`src/rtl/core/bgi_pkg.sv`:
```
// Package: shared constants, command codes and structs for the bicubic grid interpolator
`timescale 1ns / 1ps
package bgi_pkg;
    localparam int DEF_MAX_ROWS  = 64;
    localparam int DEF_MAX_COLS  = 64;
    localparam int DEF_FRAC_BITS = 10;

    localparam int CFG_W     = 7;
    localparam int SAMPLE_W  = 16;
    localparam int COORD_W   = 18;
    localparam int RESULT_W  = 20;
    localparam int ACC_W     = 48;

    localparam logic [0:0] CMD_WRITE = 1'b0;
    localparam logic [0:0] CMD_QUERY = 1'b1;

    localparam logic [CFG_W-1:0] REG_GRID_ROWS = 7'd0;
    localparam logic [CFG_W-1:0] REG_GRID_COLS = 7'd1;

    // controller -> datapath commands
    typedef struct packed {
        logic       load;      // capture query, clamp
        logic       rd;        // issue grid read
        logic [1:0] rd_i;      // tap within row
        logic [1:0] rd_j;      // row of neighborhood
        logic       cap;       // capture read data into tap i
        logic [1:0] cap_i;
        logic       cub_go;    // start a cubic on taps or row results
        logic       cub_y;     // 1: cubic along y on row results
        logic       row_wr;    // store cubic result as row j
        logic [1:0] row_j;
        logic       fin;       // produce result
    } t_cmd;

    typedef struct packed {
        logic cub_done;
    } t_sts;
endpackage

```
`src/rtl/core/bgi_ctrl.sv`:
```
// Controller: sequences reads, cubics and result for one query
`timescale 1ns / 1ps
module bgi_ctrl
    import bgi_pkg::*;
(
    input  logic i_clk,
    input  logic i_rst_n,
    input  logic i_query,
    input  t_sts i_sts,
    output t_cmd o_cmd,
    output logic o_busy
);
    localparam logic [2:0] S_IDLE = 3'd0;
    localparam logic [2:0] S_CLMP = 3'd1;
    localparam logic [2:0] S_READ = 3'd2;
    localparam logic [2:0] S_CUBX = 3'd3;
    localparam logic [2:0] S_CUBY = 3'd4;
    localparam logic [2:0] S_FIN  = 3'd5;

    logic [2:0] r_state, n_state;
    logic [1:0] r_i, n_i, r_j, n_j;
    logic       r_capv, n_capv;
    logic [1:0] r_capi, n_capi;
    logic       r_started, n_started;

    always_comb begin
        n_state = r_state; n_i = r_i; n_j = r_j;
        n_capv = 1'b0; n_capi = r_i; n_started = r_started;
        o_cmd = '0;
        o_cmd.cap = r_capv; o_cmd.cap_i = r_capi;
        o_cmd.rd_i = r_i; o_cmd.rd_j = r_j; o_cmd.row_j = r_j;
        unique case (r_state)
            S_IDLE: begin
                if (i_query) begin
                    o_cmd.load = 1'b1; n_state = S_CLMP;
                end
            end
            S_CLMP: begin
                n_i = 2'd0; n_j = 2'd0; n_state = S_READ;
            end
            S_READ: begin
                o_cmd.rd = 1'b1; n_capv = 1'b1; n_capi = r_i;
                n_i = r_i + 2'd1;
                if (r_i == 2'd3) begin
                    n_state = S_CUBX; n_started = 1'b0;
                end
            end
            S_CUBX: begin
                if (!r_started && !r_capv) begin
                    o_cmd.cub_go = 1'b1; n_started = 1'b1;
                end else if (r_started && i_sts.cub_done) begin
                    o_cmd.row_wr = 1'b1; n_j = r_j + 2'd1; n_started = 1'b0;
                    n_state = (r_j == 2'd3) ? S_CUBY : S_READ;
                end
            end
            S_CUBY: begin
                if (!r_started) begin
                    o_cmd.cub_go = 1'b1; o_cmd.cub_y = 1'b1; n_started = 1'b1;
                end else if (i_sts.cub_done) begin
                    n_started = 1'b0; n_state = S_FIN;
                end
            end
            S_FIN: begin
                o_cmd.fin = 1'b1; n_state = S_IDLE;
            end
            default: n_state = S_IDLE;
        endcase
    end

    assign o_busy = (r_state != S_IDLE);

    always_ff @(posedge i_clk) begin
        if (!i_rst_n) begin
            r_state <= S_IDLE; r_i <= '0; r_j <= '0;
            r_capv <= 1'b0; r_capi <= '0; r_started <= 1'b0;
        end else begin
            r_state <= n_state; r_i <= n_i; r_j <= n_j;
            r_capv <= n_capv; r_capi <= n_capi; r_started <= n_started;
        end
    end
endmodule

```
`config.mk`:
```
export PLATFORM = sky130hd
export DESIGN_NAME = bgi_ctrl
export DESIGN_NICKNAME = d
export VERILOG_FILES = /design/src/rtl/core/bgi_pkg.sv /design/src/rtl/core/bgi_ctrl.sv
export SDC_FILE = /design/constraint.sdc
export NUM_CORES = 1
export LEC_CHECK = 0
export ABC_AREA = 1
export ABC_CLOCK_PERIOD_IN_PS = 1400
export BUFFER_PORTS_ARGS = -buffer_cell sky130_fd_sc_hd__buf_2
export CORE_MARGIN = 2
export CORE_UTILIZATION = 36
export DETAILED_ROUTE_END_ITERATION = 6
export PLACE_DENSITY = 0.69
export SYNTH_ARGS = -nofsm -noshare
export SYNTH_HDL_FRONTEND = slang
export SYNTH_SLANG_ARGS = --single-unit
```
`constraint.sdc`:
```
create_clock -name i_clk -period 1.4 [get_ports i_clk]
set_input_delay 0.07 -clock i_clk [delete_from_list [all_inputs] [get_ports i_clk]]
set_output_delay 0.07 -clock i_clk [all_outputs]
set_load 0.01 [all_outputs]
```
==> impl_metrics.env, run 1 <==
export IMPL_holdWs_ns=0.0784
export IMPL_antenna_found_initial=0
export IMPL_cts_made_buffers=3
export IMPL_firstDrtPassIters=4
export IMPL_worst_slew_pin_slew_ns=0.197
export IMPL_routed_wl_um=1420
export IMPL_gp_congestion=0.852
export IMPL_clock_root_buffer="clkbuf_4"
export IMPL_net_switching_power_uw=713
export IMPL_relSlewSlack_pct=86.8
export IMPL_syn_inst=89
export IMPL_grtUsageTotal_pct=14.8
export IMPL_end_kind="primary output"
export IMPL_synth_fp_nets=95
export IMPL_ios=20
export IMPL_crit_path_start_kind="register"
export IMPL_clockPowerShare_pct=13.7
export IMPL_area_delta_synth_final_pct=28.0
export IMPL_clk_latency_ns=0.27
export IMPL_vias_per_cell=4.87
export IMPL_ant_nets=0
export IMPL_io_buffers=19
export IMPL_yosysTopAreaCellShare_pct=36.4
export IMPL_final_nets=120
export IMPL_cts_hold_fix_buffers=0
export IMPL_skew_ns=0.00383
export IMPL_finalMaxSlewViolations=0
export IMPL_finalSetupViolations=0
export IMPL_grt_overflow=0
export IMPL_num_vias=628
export IMPL_reg2reg_depth=9
export IMPL_drt_iter0_drc=21
export IMPL_hpwlAfterDp_um=1030
export IMPL_hold_viol=0
export IMPL_period_needed_ns=1.35
export IMPL_start_util_pct=39.2
export IMPL_path_class="register to primary output"
export IMPL_wl_per_cell_um=11.0
export IMPL_cts_tree="done"
export IMPL_yosys_top_cells_area="dfxtp_1 (36%), nand2_1 (11%), inv_1 (8.1%)"
export IMPL_p_leak_uw=0.000451
export IMPL_worstPathRequired_ns=1.33
export IMPL_fmax_ghz=0.739
export IMPL_die_area_mm2=0.00202
export IMPL_crit_arrival_ns=1.28
export IMPL_synth_cell_types=19
export IMPL_pwr_share_seq_pct=32.6
export IMPL_timing_final_crit_share_pct=96.7
export IMPL_powerDensity_mw_per_mm2=2050
export IMPL_sw_frac_of_total_pct=44.9
export IMPL_path_clk_slew_ns=0.07
export IMPL_synth_seq_cells=11
export IMPL_drc=0
export IMPL_min_path_cells=3
export IMPL_grt_max_degree=8
export IMPL_drv_cap=0
export IMPL_fp_coreArea_mm2=0.00154
export IMPL_clkSinkCount=11
export IMPL_h_tree_depth=1
export IMPL_p_total_uw=1590
export IMPL_grt_pass1_wl_um=2130
export IMPL_ys_warn_count=0
export IMPL_grt_pass1_vias=544
export IMPL_intPower_uw=874
export IMPL_seq_area_frac_synth_pct=36.4
export IMPL_syn_mean_instance_area_um2=6.79
export IMPL_hp_class="input pin to register"
export IMPL_drive_gt1_share_pct=33.6
export IMPL_ir_drop_mv=0.872
export IMPL_yosys_area_top_type="dfxtp_1"
export IMPL_crit_fanout=2
export IMPL_final_cell_mix="buf_2 (19), nand2_1 (18), inv_1 (13)"
export IMPL_die_w_um=45.0
export IMPL_syn_cell_area_um2=604
export IMPL_clk_path_buf_depth=2
export IMPL_p_comb_share_pct=53.7
export IMPL_die_h_um=45.0
export IMPL_outcome="finished, final reports clean"
export IMPL_antenna_cells=0
export IMPL_std_cell_rows=14
export IMPL_rsz0062_at_grt="true"
export IMPL_final_common_cell="buf_2"
-- power groups by stage --
stage	sequential [uW]	clock [uW]	combinational, uW
6_report	518	217	852
5_1_grt	530	242	953
4_1_cts	491	224	809
3_5_place_dp	502	0	734
3_3_place_gp	498	0	730
2_1_floorplan	497	0	546
-- registers in the layout (all words and copies together), names as in the netlist --
name and count:
r_capi 2, r_state 3, r_j 2, n_capi 2, r_started 1, r_capv 1
-- Yosys cell counts --
cell / n
inv_2: 1
ha_1: 2
or2_2: 1
nor2_4: 1
inv_1: 13
nand4_1: 1
nor3_1: 2
or2_1: 1
nand3_1: 9
a22o_1: 1
nor2_1: 11
nand3b_1: 1
a21oi_2: 1
o21ai_0: 6
a21oi_1: 3
nand2_1: 18
dfxtp_1: 11
buf_4: 4
nand2_2: 2
-- final timing paths --
check / startpoint / to / slack (ns)
worst max-delay path: r_started / o_cmd[5] / 0.05
worst min-delay path: i_rst_n / r_state[0] / 0.08
worst max register to register: r_state[0] / r_state[0] / 0.08
worst min register to register: n_capi[1] / r_capi[1] / 0.47
-- repair_timing --
item                       CTS  global route
resized for setup            4             7
setup buffers                4             1
pin swaps                    3             3
setup endpoints to repair    1             7
-- through the flow --
step	std cells	instance area (um^2)	TNS (ns)	utilization (%)	setup slack, ns
3_5_place_dp	120	689	0	44.7	0.145
2_1_floorplan	89	604	0	-	0.276
4_1_cts	128	749	0	48.6	0.00160
3_3_place_gp	120	689	0	44.7	0.137
5_1_grt	129	773	-0.0374	50.2	-0.0265
6_report	129	773	0	50.2	0.0463
-- final cells by class --
cell class | count | area, um^2
inverter | 14 | 52.6
sequential | 11 | 230
clock buffer | 4 | 26.3
multi-input combinational | 60 | 312
timing repair buffer | 24 | 133
fill | 163 | 768
tap | 16 | 20.0
-- cells by family (layout without fill, tap and decap cells) --
logic type | after synthesis | after routing | synth area share, %
AO/OA/AOI/OAI | 11 | 11 | 10.4
adder cells (fa/ha/maj) | 2 | 2 | 4.14
buffers and inverters | 18 | 42 | 13.7
flip-flops | 11 | 11 | 36.4
AND/OR/NAND/NOR | 47 | 47 | 35.4
-- layer usage --
layer  up-vias  track usage (%)  part of all wire [%]
met5         -                0                     0
met1       267             16.3                    44
met3         6             5.20                   5.3
li1        330                -                     -
met4         0             8.24                   3.0
met2        25             24.6                    48
-- worst max-delay path, cell delays in order (launching register included) --
cell and delay (ns):
dfxtp_2 0.32, or2_4 0.24, or2_1 0.24, o21ai_1 0.07, buf_2 0.14
Note: power is estimated with default switching activity, not from simulation.
==> inputs of run 2 (changes only) <==
CORE_AREA = 2 2 39 41   (was default)
CORE_MARGIN = default   (was 2)
CORE_UTILIZATION = default   (was 36)
DIE_AREA = 0 0 41 43   (was default)
PLACE_DENSITY = 0.82   (was 0.69)
==> run 2 against run 1 <==
Compared with the run above: critical path depth stayed put; final area is 1.1% higher; first-iteration DRC count is 24% lower; global-route usage is 4.2 points higher; via count is 2.4% higher; utilization is 6.3 points higher; fmax is 0.24% higher; worst setup slack better by 0.0032 ns; clock skew is 0.0036 ns higher; register-to-register slack hardly changed; die area is 13% lower; critical path type unchanged; highest routed layer unchanged.
==> impl_metrics.env, run 2 (synthesis results as in run 1) <==
export IMPL_outcome="finished, final reports clean"
export IMPL_slowest_stage="dfxtp_2"
export IMPL_firstDrtPassIters=4
export IMPL_crit_fanout=2
export IMPL_final_util_pct=56.5
export IMPL_drive_gt1_share_pct=36.3
export IMPL_p_leak_uw=0.000451
export IMPL_holdPathEnd="r_state[0]"
export IMPL_cts_made_buffers=3
export IMPL_pwr_share_seq_pct=31.9
export IMPL_hold_viol=0
export IMPL_fmax_ghz=0.740
export IMPL_ant_nets=0
export IMPL_hp_class="input pin to register"
export IMPL_die_area_mm2=0.00176
export IMPL_hpwlAfterDp_um=1020
export IMPL_io_buffers=19
export IMPL_ios=20
export IMPL_finalMaxSlewViolations=0
export IMPL_cts_tree="done"
export IMPL_largest_reg_flops=3
export IMPL_cts_hold_fix_buffers=0
export IMPL_grt_max_degree=8
export IMPL_final_nets=120
export IMPL_die_w_um=41
export IMPL_worstPathRequired_ns=1.33
export IMPL_relSlewSlack_pct=86.3
export IMPL_crit_chain="or2_4 -> or2_1 -> o21ai_1 -> buf_2"
export IMPL_std_cell_rows=14
export IMPL_ff2ff_setup_slack_ns=0.08
export IMPL_rsz0062_at_grt="true"
export IMPL_final_cell_mix="buf_2 (19), nand2_1 (18), inv_1 (13)"
export IMPL_powerDensity_mw_per_mm2=2070
export IMPL_grt_pass1_wl_um=2210
export IMPL_vias_per_cell=4.98
export IMPL_rr_endpoint="r_state[0]"
export IMPL_grt_overflow=0
export IMPL_clock_root_buffer="clkbuf_4"
export IMPL_intPower_uw=883
export IMPL_top_register="r_state"
export IMPL_antenna_cells=0
export IMPL_path_clk_slew_ns=0.07
export IMPL_area_delta_synth_final_pct=29.4
export IMPL_path_class="register to primary output"
export IMPL_gp_congestion=0.904
export IMPL_fin_ws_ns=0.0495
export IMPL_start_util_pct=43.7
export IMPL_die_h_um=43
export IMPL_stdcell_area_um2=782
export IMPL_net_switching_power_uw=738
export IMPL_clk_latency_ns=0.27
export IMPL_crit_arrival_ns=1.28
export IMPL_h_tree_depth=1
export IMPL_ir_drop_mv=0.928
export IMPL_routed_wl_um=1400
export IMPL_placed_cell_area_um2=689
export IMPL_grtUsageTotal_pct=19.1
export IMPL_dp_worst_setup_slack_ns=0.111
export IMPL_min_path_cells=3
export IMPL_r2r_start="r_state[1]"
export IMPL_drt_iter0_drc=16
export IMPL_skew_ns=0.00744
export IMPL_p_comb_share_pct=54.9
export IMPL_finalSetupViolations=0
export IMPL_wl_per_cell_um=10.9
export IMPL_end_kind="primary output"
export IMPL_crit_path_start_kind="register"
export IMPL_fin_tns_setup_ns=0
export IMPL_max_stage_delay_ns=0.32
export IMPL_antenna_found_initial=0
export IMPL_worst_slew_pin_slew_ns=0.205
export IMPL_final_common_cell="buf_2"
export IMPL_holdCritStartpoint="i_rst_n"
export IMPL_num_vias=643
export IMPL_n_fill_cell=128
export IMPL_sw_frac_of_total_pct=45.5
export IMPL_drc=0
export IMPL_timing_final_crit_share_pct=96.5
export IMPL_reg2reg_depth=9
export IMPL_grt_pass1_vias=547
export IMPL_drv_cap=0
export IMPL_clk_path_buf_depth=2
export IMPL_clkSinkCount=11
export IMPL_fp_coreArea_mm2=0.00138
export IMPL_clockPowerShare_pct=13.2
export IMPL_period_needed_ns=1.35
==> run 2: area by class of cell <==
type                            count  area [um^2]  area share [%]
Sequential cell                    11          230            29.4
Clock buffer                        4         26.3            3.36
Timing Repair Buffer               24          133            17.0
Tap cell                           16         20.0            2.56
Inverter                           14         52.6            6.72
Multi-Input combinational cell     60          320            41.0
==> run 2: critical path: cells and delay by family, from the launching register on <==
kind                   cells  cell delay [ns]
AND/OR/NAND/NOR            2             0.47
flip-flops                 1             0.32
buffers and inverters      1             0.14
AO/OA/AOI/OAI              1             0.07
==> run 2: how the worst max path moves through the flow <==
| stage | from | end | slack [ns] | cells after the start |
|---|---|---|---|---|
| after floorplan | r_state[0] | r_state[0] | 0.28 | 7 |
| after global placement | r_state[0] | r_state[0] | 0.14 | 7 |
| after detailed placement | r_state[2] | r_state[2] | 0.11 | 5 |
| after CTS | r_started | o_cmd[5] | 0.004 | 4 |
| after global routing | r_state[0] | o_cmd[5] | -0.04 | 6 |
| final | r_started | o_cmd[5] | 0.05 | 4 |
==> run 2: per-layer routing <==
| metal | global-route usage (%) | up-vias | share of wire, % |
|---|---|---|---|
| met5 | 0 | - | 0 |
| met3 | 9.42 | 5 | 6.1 |
| li1 | - | 330 | - |
| met1 | 21.8 | 291 | 43 |
| met2 | 28.7 | 17 | 50 |
| met4 | 8.00 | 0 | 1.2 |
==> run 2: stage by stage <==
step | power [uW] | std cells | hold slack (ns)
floorplan | 1040 | 89 | 0.182
global placement | 1220 | 120 | 0.353
detailed placement | 1240 | 120 | 0.364
CTS | 1530 | 129 | 0.0680
global route | 1770 | 129 | 0.0769
finish | 1620 | 129 | 0.0730
==> run 2: timing repair <==
| action | 4_1_cts | 5_1_grt |
|---|---|---|
| gates resized for setup | 4 | 10 |
| setup endpoints to repair | 1 | 4 |
| setup buffers | 5 | 0 |
| pin swaps | 3 | 2 |
==> run 2: power by group through the flow <==
| stage | combinational (uW) | sequential [uW] | clock (uW) |
|---|---|---|---|
| 2_1_floorplan | 546 | 497 | 0 |
| 3_3_place_gp | 726 | 496 | 0 |
| 3_5_place_dp | 736 | 502 | 0 |
| 4_1_cts | 821 | 490 | 224 |
| 5_1_grt | 994 | 530 | 248 |
| 6_report | 890 | 517 | 214 |
